## src/design/windowed_offset_validator_unit_defines.svh

```systemverilog
// Assertion macros used by the validator design file.
`ifndef WINDOWED_OFFSET_VALIDATOR_UNIT_DEFINES_SVH
`define WINDOWED_OFFSET_VALIDATOR_UNIT_DEFINES_SVH

`ifndef SYNTH
`define WOVU_ASSERT(label, clk, rst, prop) \
   label: assert property (@(posedge clk) disable iff (rst) prop) \
      else $error("assertion failed");
`define WOVU_ASSERT_NEVER(label, clk, rst, cond) \
   label: assert property (@(posedge clk) disable iff (rst) !(cond)) \
      else $error("forbidden condition seen");
`else
`define WOVU_ASSERT(label, clk, rst, prop)
`define WOVU_ASSERT_NEVER(label, clk, rst, cond)
`endif

`endif

```

## src/design/wovu_pkg.sv

```systemverilog
package wovu_pkg;

   localparam int WINDOW_DEFAULT    = 8;
   localparam int SAMPLE_W          = 16;
   localparam int LIMIT_W           = 8;
   localparam int OFFSET_OUT_W      = 19;
   localparam int REQ_DATA_W        = 16;
   localparam int RSP_DATA_W        = 24;
   localparam int CSR_ADDR_W        = 1;
   localparam int DEV_LIMIT_RESET   = 4;
   localparam int DRIFT_LIMIT_RESET = 4;
   localparam int OUT_DEPTH         = 8;
   localparam int OUT_PTR_W         = $clog2(OUT_DEPTH);

   typedef enum logic [0:0] {
      CMD_ADD   = 1'b0,
      CMD_CLEAR = 1'b1
   } command_type;

   typedef enum logic [CSR_ADDR_W-1:0] {
      CSR_DEV_LIMIT   = 1'b0,
      CSR_DRIFT_LIMIT = 1'b1
   } csr_index_type;

   typedef struct packed {
      logic valid;
      logic clear;
      logic full;
   } stage_ctl_type;

   typedef struct packed {
      logic                    window_full;
      logic                    offset_updated;
      logic [OFFSET_OUT_W-1:0] offset_x8;
   } result_type;

   localparam int RESULT_W = $bits(result_type);

endpackage

```

## src/design/windowed_offset_validator_unit.sv

```systemverilog
// Moving-window offset validator. Each add beat stores its sample in a ring of WINDOW entries
// held in a registered read-first memory and updates running sums of the samples and
// their squares. Once the ring is full, the window is accepted when WINDOW*sumsq - sum^2 is at
// most WINDOW^2*dev_limit^2, and its sum (the mean times WINDOW) replaces the stored offset when
// no offset is stored yet or when it lies within WINDOW*drift_limit of it. A clear beat empties
// the ring and the fill count and keeps the offset. Every request beat yields exactly one
// response beat. The block takes one request beat per clock while req_tready is high; the
// response passes the ring read at the accepting edge, then sum update, square-sum update,
// scaling, and compare with the queue write, and an eight-entry output queue lets requests
// keep flowing while responses are held back, until its credits run out.
`include "windowed_offset_validator_unit_defines.svh"

module windowed_offset_validator_unit
   import wovu_pkg::*;
#(
   parameter int WINDOW = WINDOW_DEFAULT
) (
   input  logic                  clock,
   input  logic                  reset,
   input  logic                  req_tvalid,
   output logic                  req_tready,
   input  logic [REQ_DATA_W-1:0] req_tdata,   // [15:0] sample
   input  logic                  req_tuser,   // [0] command
   output logic                  rsp_tvalid,
   input  logic                  rsp_tready,
   output logic [RSP_DATA_W-1:0] rsp_tdata,   // [18:0] offset_x8, [19] offset_updated,
                                              // [20] window_full, [23:21] zero
   input  logic                  csr_we,
   input  logic [CSR_ADDR_W-1:0] csr_addr,
   input  logic [LIMIT_W-1:0]    csr_wdata
);

   localparam int SLOT_W = $clog2(WINDOW);
   localparam int FILL_W = $clog2(WINDOW + 1);
   localparam int SUM_W  = SAMPLE_W + $clog2(WINDOW);
   localparam int SQ_W   = 2 * SAMPLE_W + $clog2(WINDOW);
   localparam int CMP_W  = 2 * SUM_W;
   localparam int CNT_W  = $clog2(OUT_DEPTH + 1);
   localparam logic [CMP_W-1:0] LIM_RESET =
      CMP_W'(WINDOW * WINDOW * DEV_LIMIT_RESET * DEV_LIMIT_RESET);
   localparam logic [SUM_W-1:0] DRIFT_RESET = SUM_W'(WINDOW * DRIFT_LIMIT_RESET);

   logic req_acc;
   logic req_clear;
   logic rsp_acc;

   assign req_acc   = req_tvalid && req_tready;
   assign req_clear = (command_type'(req_tuser) == CMD_CLEAR);
   assign rsp_acc   = rsp_tvalid && rsp_tready;

   // Configuration registers and their scaled forms.
   logic [LIMIT_W-1:0]   dev_ff, drift_ff;
   logic [2*LIMIT_W-1:0] dev_sq_ff;
   logic [CMP_W-1:0]     lim_ff;
   logic [SUM_W-1:0]     drift_lim_ff;

   always_ff @(posedge clock) begin
      if (reset) begin
         dev_ff       <= LIMIT_W'(DEV_LIMIT_RESET);
         drift_ff     <= LIMIT_W'(DRIFT_LIMIT_RESET);
         dev_sq_ff    <= (2*LIMIT_W)'(DEV_LIMIT_RESET * DEV_LIMIT_RESET);
         lim_ff       <= LIM_RESET;
         drift_lim_ff <= DRIFT_RESET;
      end else begin
         if (csr_we) begin
            case (csr_index_type'(csr_addr))
               CSR_DEV_LIMIT:   dev_ff   <= csr_wdata;
               CSR_DRIFT_LIMIT: drift_ff <= csr_wdata;
               default: ;
            endcase
         end
         dev_sq_ff    <= (2*LIMIT_W)'(dev_ff) * (2*LIMIT_W)'(dev_ff);
         lim_ff       <= CMP_W'(dev_sq_ff) * CMP_W'(WINDOW * WINDOW);
         drift_lim_ff <= SUM_W'(drift_ff) * SUM_W'(WINDOW);
      end
   end

   // Ring memory, slot pointer and fill count.
   logic [SAMPLE_W-1:0] ring_mem [WINDOW];
   logic [WINDOW-1:0]   ring_vld_ff;
   logic [SAMPLE_W-1:0] ring_rd_ff;
   logic                ring_rd_vld_ff;
   logic [SLOT_W-1:0]   slot_ff, slot_in;
   logic [FILL_W-1:0]   fill_ff, fill_in;

   always_ff @(posedge clock) begin
      if (req_acc && !req_clear) begin
         ring_rd_ff        <= ring_mem[slot_ff];
         ring_mem[slot_ff] <= req_tdata[SAMPLE_W-1:0];
      end
   end

   always_comb begin
      slot_in = slot_ff;
      fill_in = fill_ff;
      if (req_acc) begin
         if (req_clear) begin
            slot_in = '0;
            fill_in = '0;
         end else begin
            slot_in = (slot_ff == SLOT_W'(WINDOW - 1)) ? '0 : slot_ff + 1'b1;
            if (fill_ff != FILL_W'(WINDOW)) begin
               fill_in = fill_ff + 1'b1;
            end
         end
      end
   end

   stage_ctl_type s1_ff, s2_ff, s3_ff, s4_ff;
   logic [SAMPLE_W-1:0] s1_sample_ff;

   always_ff @(posedge clock) begin
      if (reset) begin
         ring_vld_ff    <= '0;
         ring_rd_vld_ff <= 1'b0;
         slot_ff        <= '0;
         fill_ff        <= '0;
         s1_ff          <= '0;
      end else begin
         slot_ff <= slot_in;
         fill_ff <= fill_in;
         s1_ff   <= '{valid: req_acc, clear: req_clear,
                      full: (fill_in == FILL_W'(WINDOW))};
         if (req_acc) begin
            if (req_clear) begin
               ring_vld_ff <= '0;
            end else begin
               ring_rd_vld_ff       <= ring_vld_ff[slot_ff];
               ring_vld_ff[slot_ff] <= 1'b1;
            end
         end
      end
   end

   always_ff @(posedge clock) begin
      s1_sample_ff <= req_tdata[SAMPLE_W-1:0];
   end

   // Stage 1: running sum and both squares.
   logic [SAMPLE_W-1:0]   old_sample;
   logic [SUM_W-1:0]      sum_ff;
   logic [2*SAMPLE_W-1:0] old_sq_ff, new_sq_ff;

   assign old_sample = ring_rd_vld_ff ? ring_rd_ff : '0;

   always_ff @(posedge clock) begin
      if (reset) begin
         sum_ff <= '0;
         s2_ff  <= '0;
      end else begin
         s2_ff <= s1_ff;
         if (s1_ff.valid) begin
            if (s1_ff.clear) begin
               sum_ff <= '0;
            end else begin
               sum_ff <= sum_ff - SUM_W'(old_sample) + SUM_W'(s1_sample_ff);
            end
         end
      end
   end

   always_ff @(posedge clock) begin
      old_sq_ff <= (2*SAMPLE_W)'(old_sample) * (2*SAMPLE_W)'(old_sample);
      new_sq_ff <= (2*SAMPLE_W)'(s1_sample_ff) * (2*SAMPLE_W)'(s1_sample_ff);
   end

   // Stage 2: square sum and squared sum.
   logic [SQ_W-1:0]  sqsum_ff;
   logic [CMP_W-1:0] sum2_ff;
   logic [SUM_W-1:0] s3_sum_ff;

   always_ff @(posedge clock) begin
      if (reset) begin
         sqsum_ff <= '0;
         s3_ff    <= '0;
      end else begin
         s3_ff <= s2_ff;
         if (s2_ff.valid) begin
            if (s2_ff.clear) begin
               sqsum_ff <= '0;
            end else begin
               sqsum_ff <= sqsum_ff - SQ_W'(old_sq_ff) + SQ_W'(new_sq_ff);
            end
         end
      end
   end

   always_ff @(posedge clock) begin
      sum2_ff   <= CMP_W'(sum_ff) * CMP_W'(sum_ff);
      s3_sum_ff <= sum_ff;
   end

   // Stage 3: scale the square sum by the window length.
   logic [CMP_W-1:0] wsq_ff, s4_sum2_ff;
   logic [SUM_W-1:0] s4_sum_ff;

   always_ff @(posedge clock) begin
      if (reset) begin
         s4_ff <= '0;
      end else begin
         s4_ff <= s3_ff;
      end
   end

   always_ff @(posedge clock) begin
      wsq_ff     <= CMP_W'(sqsum_ff) * CMP_W'(WINDOW);
      s4_sum2_ff <= sum2_ff;
      s4_sum_ff  <= s3_sum_ff;
   end

   // Stage 4: spread and drift tests, offset update.
   logic [SUM_W-1:0] offset_ff;
   logic [SUM_W-1:0] drift_diff;
   logic             spread_ok, drift_ok, update;
   result_type       result;

   assign spread_ok  = (wsq_ff <= s4_sum2_ff) || ((wsq_ff - s4_sum2_ff) <= lim_ff);
   assign drift_diff = (s4_sum_ff >= offset_ff) ? (s4_sum_ff - offset_ff)
                                                : (offset_ff - s4_sum_ff);
   assign drift_ok   = (offset_ff == '0) || (drift_diff <= drift_lim_ff);
   assign update     = s4_ff.valid && !s4_ff.clear && s4_ff.full && spread_ok && drift_ok;

   always_ff @(posedge clock) begin
      if (reset) begin
         offset_ff <= '0;
      end else if (update) begin
         offset_ff <= s4_sum_ff;
      end
   end

   always_comb begin
      result.window_full    = s4_ff.full && !s4_ff.clear;
      result.offset_updated = update;
      result.offset_x8      = OFFSET_OUT_W'(update ? s4_sum_ff : offset_ff);
   end

   // Output queue with credit count covering beats still in the pipeline.
   result_type         out_mem [OUT_DEPTH];
   logic [OUT_PTR_W:0] wr_ptr_ff, rd_ptr_ff;
   logic [CNT_W-1:0]   credit_ff;

   always_ff @(posedge clock) begin
      if (s4_ff.valid) begin
         out_mem[wr_ptr_ff[OUT_PTR_W-1:0]] <= result;
      end
   end

   always_ff @(posedge clock) begin
      if (reset) begin
         wr_ptr_ff <= '0;
         rd_ptr_ff <= '0;
         credit_ff <= '0;
      end else begin
         if (s4_ff.valid) begin
            wr_ptr_ff <= wr_ptr_ff + 1'b1;
         end
         if (rsp_acc) begin
            rd_ptr_ff <= rd_ptr_ff + 1'b1;
         end
         if (req_acc && !rsp_acc) begin
            credit_ff <= credit_ff + 1'b1;
         end else if (!req_acc && rsp_acc) begin
            credit_ff <= credit_ff - 1'b1;
         end
      end
   end

   assign req_tready = (credit_ff != CNT_W'(OUT_DEPTH));
   assign rsp_tvalid = (wr_ptr_ff != rd_ptr_ff);
   assign rsp_tdata  = RSP_DATA_W'(out_mem[rd_ptr_ff[OUT_PTR_W-1:0]]);

   `WOVU_ASSERT_NEVER(a_queue_over_credit, clock, reset,
      CNT_W'(wr_ptr_ff - rd_ptr_ff) > credit_ff)
   `WOVU_ASSERT(a_clear_empties, clock, reset,
      (req_acc && req_clear) |=> (fill_ff == '0) && (slot_ff == '0) && (ring_vld_ff == '0))
   `WOVU_ASSERT_NEVER(a_sum_range, clock, reset,
      sum_ff > SUM_W'(WINDOW * ((1 << SAMPLE_W) - 1)))
   `WOVU_ASSERT(a_offset_only_on_update, clock, reset, !update |=> $stable(offset_ff))

endmodule
```

## config.mk

```make
export PLATFORM = sky130hd
export DESIGN_NAME = windowed_offset_validator_unit
export DESIGN_NICKNAME = d
export VERILOG_FILES = /design/src/design/wovu_pkg.sv /design/src/design/windowed_offset_validator_unit.sv
export VERILOG_INCLUDE_DIRS = /design/src /design/src/design
export SDC_FILE = /design/constraint.sdc
export NUM_CORES = 2
export LEC_CHECK = 0
export ABC_CLOCK_PERIOD_IN_PS = 9470
export BUFFER_PORTS_ARGS = -buffer_cell sky130_fd_sc_hd__buf_2
export CORE_MARGIN = 4
export CORE_UTILIZATION = 46
export CTS_CLUSTER_SIZE = 10
export DETAILED_ROUTE_END_ITERATION = 10
export GPL_TIMING_DRIVEN = 0
export MAX_ROUTING_LAYER = met4
export PLACE_DENSITY = 0.61
export SLEW_MARGIN = 0
export SYNTH_ARGS = -nofsm -noshare
export SYNTH_HDL_FRONTEND = slang
export SYNTH_SLANG_ARGS = --single-unit
```

## constraint.sdc

```tcl
create_clock -name clock -period 9.47 [get_ports clock]
set_input_delay 0.4735 -clock clock [delete_from_list [all_inputs] [get_ports clock]]
set_output_delay 0.4735 -clock clock [all_outputs]
set_load 0.1 [all_outputs]
```

-- Word level (Yosys, flattened, before mapping)
Memory sizes are Yosys's and may differ from the RTL's. A register that Yosys moved wholly into a read port is not among the register bits.
Index checks and enable logic that the tools add are counted.
- RAM bits: 296
- memories kept: 2
- register bits after elaboration: 431
- output and inout port bits: 26
- word-level logic and storage cells: 115
- bits of input ports: 31
- multiply operators: 4
- multiplexer cells: 23
- eq/ne operators: 5
- $add $sub $neg: 13
- $lt $le $gt $ge: 6
- bitwise operators: 3
- reduce and logical (&&, ||, !) cells: 22
- memories (memory ; words ; width ; read ports ; clocked after memory_dff ; wr ports ; RTL line ; source):
    out_mem ; 8 ; 21 ; 1 ; 1 ; 1 ; windowed_offset_validator_unit.sv:238 ; result_type out_mem [OUT_DEPTH];
    ring_mem ; 8 ; 16 ; 1 ; 1 ; 1 ; windowed_offset_validator_unit.sv:79 ; logic [SAMPLE_W-1:0] ring_mem [WINDOW];
- operators by type and width (cell ; count):
    $le 38x38->1 ; 2
    $mul 16x16->32 ; 2
    $mux 19 ; 3
    $mul 19x19->38 ; 1
    $sub 19x19->19 ; 2
    $sub 38x38->38 ; 1
    $add 35x32->35 ; 1
    $mux 35 ; 1
    $sub 35x32->35 ; 1
    $mux 4 ; 5
    $add 19x16->19 ; 1
    $ge 19x19->1 ; 1
    $le 19x19->1 ; 1
    $logic_not 19->1 ; 1
    $sub 19x16->19 ; 1
    $add 4x1->4 const B ; 4
    $mul 8x8->16 ; 1
    $mux 16 ; 1
    $mux 3 ; 4
    $logic_and 1x1->1 ; 11
    $mux 8 ; 1
    $ne 4x4->1 const B ; 2
    $or 8x8->8 ; 1
    $mux 1 ; 6
    other kinds (14) ; 21

-- Depth between registers and ports, before layout
- word-level depth: 6
- mapped depth: 29
- mapped depth without buffers: 27

-- Least setup slack after synthesis
No wires, ideal clock.
- path kind: flip-flop to flip-flop
- start point: register sum_ff[4]
- end point: register sum2_ff[36]
- clock period less this slack: 6.776 ns
- stages on the path, launching flop included: 27
- arrival time: 6.703 ns
- slack: 2.694 ns
- path buffers: 2
- data required time: 9.398 ns
- library setup time: 0.072 ns
- cells stage by stage: dfxtp_1 -> clkbuf_1 -> clkbuf_1 -> nand2_1 -> fa_1 -> inv_1 -> fa_1 -> inv_1 -> fa_1 -> inv_1 -> fa_1 -> fa_1 -> inv_1 -> fa_1 -> inv_1 -> ha_1 -> a21o_1 -> a21o_1 -> a21o_1 -> a21o_1 -> o311ai_0 -> o311ai_0 -> a41oi_1 -> o311a_1 -> o21bai_1 -> a21oi_1 -> xnor2_1
- longest elaborated chain between the ends: 1
- ends and longest elaborated chain (item ; RTL line ; source):
    start: declaration ; windowed_offset_validator_unit.sv:141 ; logic [SUM_W-1:0] sum_ff;
    start signal: assignment ; windowed_offset_validator_unit.sv:156 ; sum_ff <= sum_ff - SUM_W'(old_sample) + SUM_W'(s1_sample_ff);
    $mul 19x19->38 ; windowed_offset_validator_unit.sv:189 ; sum2_ff <= CMP_W'(sum_ff) * CMP_W'(sum_ff);
    end signal: assignment ; windowed_offset_validator_unit.sv:189 ;
    end: declaration ; windowed_offset_validator_unit.sv:169 ; logic [CMP_W-1:0] sum2_ff;
Every way passes these cells.
A chain may end at the register's enable or synchronous reset.

-- Worst setup path after layout
- start point: register sum_ff[5]
- end point: register sum2_ff[32]
Same word-level chain as after synthesis.

==> impl_metrics.yaml <==
placement:
  place_hpwl_um: 114000
  gp_congestion: 0.949
  io_buffers: 51
synth:
  synth.distinct_cells: 100
  ys_top_cells_by_area: "fa_1 (23%), edfxtp_1 (17%), dfxtp_1 (14%)"
  netlist.area_leader.share: 0.233
  async_flop_share: 0
  netlist_instances: 5424
  synth_simple_gate_area_share: 0.106
  syn-cell-area_mm2: 0.0559
  synth-compound-area-share: 0.0876
  synth_seq_area_share: 0.309
  synth_top_cell_by_area: "fa_1"
  synthMuxAreaShare: 0.0291
  synth_fa_ha_area_frac: 0.346
  synth-edff-count: 312
  ys.flop_type: "dfxtp_1"
  syn_area_per_cell_um2: 10.3
  synth-seq-cells: 705
  synth_top_family_by_area: "adder cells"
  synthXorXnorAreaFrac: 0.0347
  yosys_warnings: 0
layout:
  drive_above_1_share: 0.0547
  area_growth_pct: 9.07
  mostFrequentLayoutCell: "inv_1"
  final_nets: 6760
  layout_common_cells: "inv_1 (1109), fa_1 (649), ha_1 (504)"
  final_core_util: 0.506
sta:
  tightestPinTransition_ns: 1.29
  rsz0062_at_grt: "no"
  setup_viol: 0
  fin_setup_tns_ns: 0
  hold_violations: 0
  period_share: 0.922
  drv_slew: 0
  max_freq_mhz: 115
  slew_headroom: 0.143
  period_minus_slack_ns: 8.73
  worst_clock_skew_ns: 0.0360
routing:
  wire_per_inst_um: 19.7
  ant_nets: 0
  drt_wl_total_um: 143000
  vias: 38100
  drt_iter0_markers: 2385
  drtPass1Iterations: 6
  route.detailed.drc: 0
  vias_per_cell: 5.25
job:
  max_cap_violations: 0
cts:
  htree_num_levels: 3
  postCtsHoldBufs: 1
  postCtsSetupRepairBufs: 0
  cts.repair.resized: 0
  path_clk_slew_ns: 0.06
  cts_tree: "yes"
  root_buffer: "clkbuf_16"
  clockBufferDepth: 3
  cts_buffers: 84
  cts.sink_count: 705
  clk_latency_ns: 0.65
hold_path:
  hold_class: "in2reg"
worst_setup_path:
  crit_type: "reg2reg"
  worstPathRequired_ns: 10.00
  crit_path_end_kind: "flop"
  crit_arrival_ns: 9.26
  crit_fanout: 10
  startpoint_type: "flop"
floorplan:
  rows: 127
  io_pins: 57
  initial_core_util: 0.464
  die_y_um: 356
  coreArea_mm2: 0.120
  dieArea_mm2: 0.127
  die_w_um: 356
power_and_ir_drop:
  power.density_mw_per_mm2: 291
  peakVddDrop_mv: 0.350
  power_uw: 17700
  p_leak_uw: 0.0291
grt:
  grt_pass1_wl_um: 225000
  overflow: 0
  antenna_found_initial: 11
  grt_usage: 0.235
  grt_max_degree: 26
  grt_pass1_vias: 39500
run_status:
  outcome: "completed"
[cells by family after synthesis]
logic type / after synthesis
buffers and inverters: 1289
and+or+nand+nor: 1221
adders and majority gates: 1153
AOI/OAI and AO/OA: 728
DFF: 705
xor gates and xnor gates: 221
muxes: 106
other: 1
[per-layer routing]
layer / track usage / wire length [um] / part of all wire / vias up
met2: 0.391 / 69700 / 0.49 / 1001
met3: 0.0298 / 7380 / 0.052 / 225
met1: 0.305 / 61800 / 0.43 / 18900
met4: 0.0656 / 4080 / 0.029 / 0
li1: - / - / - / 18000
met5: - / 0 / 0 / -
[final cells by class]
cell class / instances / area, um2
antenna: 5 / 12.5
timing repair buffer: 64 / 428
multi-input combinational: 3432 / 33700
clock inverter: 11 / 166
inverter: 1111 / 4170
buffer: 178 / 769
sequential: 705 / 17200
fill: 11000 / 59400
tap: 1612 / 2020
clock buffer: 133 / 2380
[critical path: stages (launching register included)]
cell,delay [ns]
dfxtp_1,0.53
clkbuf_1,0.58
clkbuf_1,0.63
nand2_1,0.26
fa_1,0.56
inv_1,0.05
fa_1,0.54
inv_1,0.06
fa_1,0.50
inv_1,0.05
fa_1,0.49
fa_1,0.49
inv_1,0.05
fa_1,0.47
inv_1,0.04
ha_1,0.35
a21o_1,0.21
a21o_1,0.16
a21o_1,0.17
a21o_1,0.22
o311ai_0,0.48
o311ai_0,0.37
a41oi_1,0.69
o31a_1,0.21
nand2_1,0.09
a21oi_1,0.19
xnor2_1,0.17
[cells in the mapped netlist, drive strengths merged, types with 80 or more instances]
| cell | count |
|---|---|
| a21o | 114 |
| a21oi | 203 |
| a22oi | 80 |
| and2 | 131 |
| clkbuf | 146 |
| dfxtp | 393 |
| edfxtp | 312 |
| fa | 649 |
| ha | 504 |
| inv | 1109 |
| nand2 | 362 |
| nand3 | 107 |
| nor2 | 283 |
| o21ai | 85 |
| xnor2 | 150 |
[stage by stage]
step / setup slack, ns / cell area [um2] / cells / hold WS, ns
after detailed placement: 0.947 / 58400 / 7101 / 0.312
after CTS: 0.894 / 60900 / 7246 / 0.0114
final: 0.738 / 60900 / 7251 / 0.0541
after global placement: 0.988 / 58100 / 7089 / 0.311
after floorplan: 2.69 / 55900 / 5426 / 0.310
after global routing: 0.373 / 60900 / 7250 / 0.0366
[state kept, by name, summed over array words and instances, names as in the netlist, 8 cells and up, named ones only]
register,cells
dev_ff,8
ring_mem,128
wsq_ff,35
sum_ff,19
drift_ff,8
offset_ff,19
lim_ff,15
old_sq_ff,31
ring_vld_ff,8
dev_sq_ff,15
s4_sum_ff,19
new_sq_ff,31
out_mem,168
s4_sum2_ff,36
ring_rd_ff,16
drift_lim_ff,8
s3_sum_ff,19
sqsum_ff,35
sum2_ff,36
s1_sample_ff,16
[power breakdown]
group / switching, uW / internal [uW] / total, uW / leakage [uW]
sequential: 297 / 3620 / 3910 / 0.00607
clock: 1250 / 1750 / 3000 / 0.00122
combinational: 6450 / 4360 / 10800 / 0.0218
total: 8000 / 9730 / 17700 / 0.0291
[final timing paths]
kind | startpoint | end | slack [ns] | depth (start not counted)
max | sum_ff[5] | sum2_ff[32] | 0.74 | 26
min | req_tdata[3] | s1_sample_ff[3] | 0.05 | 1
max reg2reg | sum_ff[5] | sum2_ff[32] | 0.74 | 26
min reg2reg | s3_sum_ff[7] | s4_sum_ff[7] | 0.32 | 0
Power figures use the tool's default switching activity.
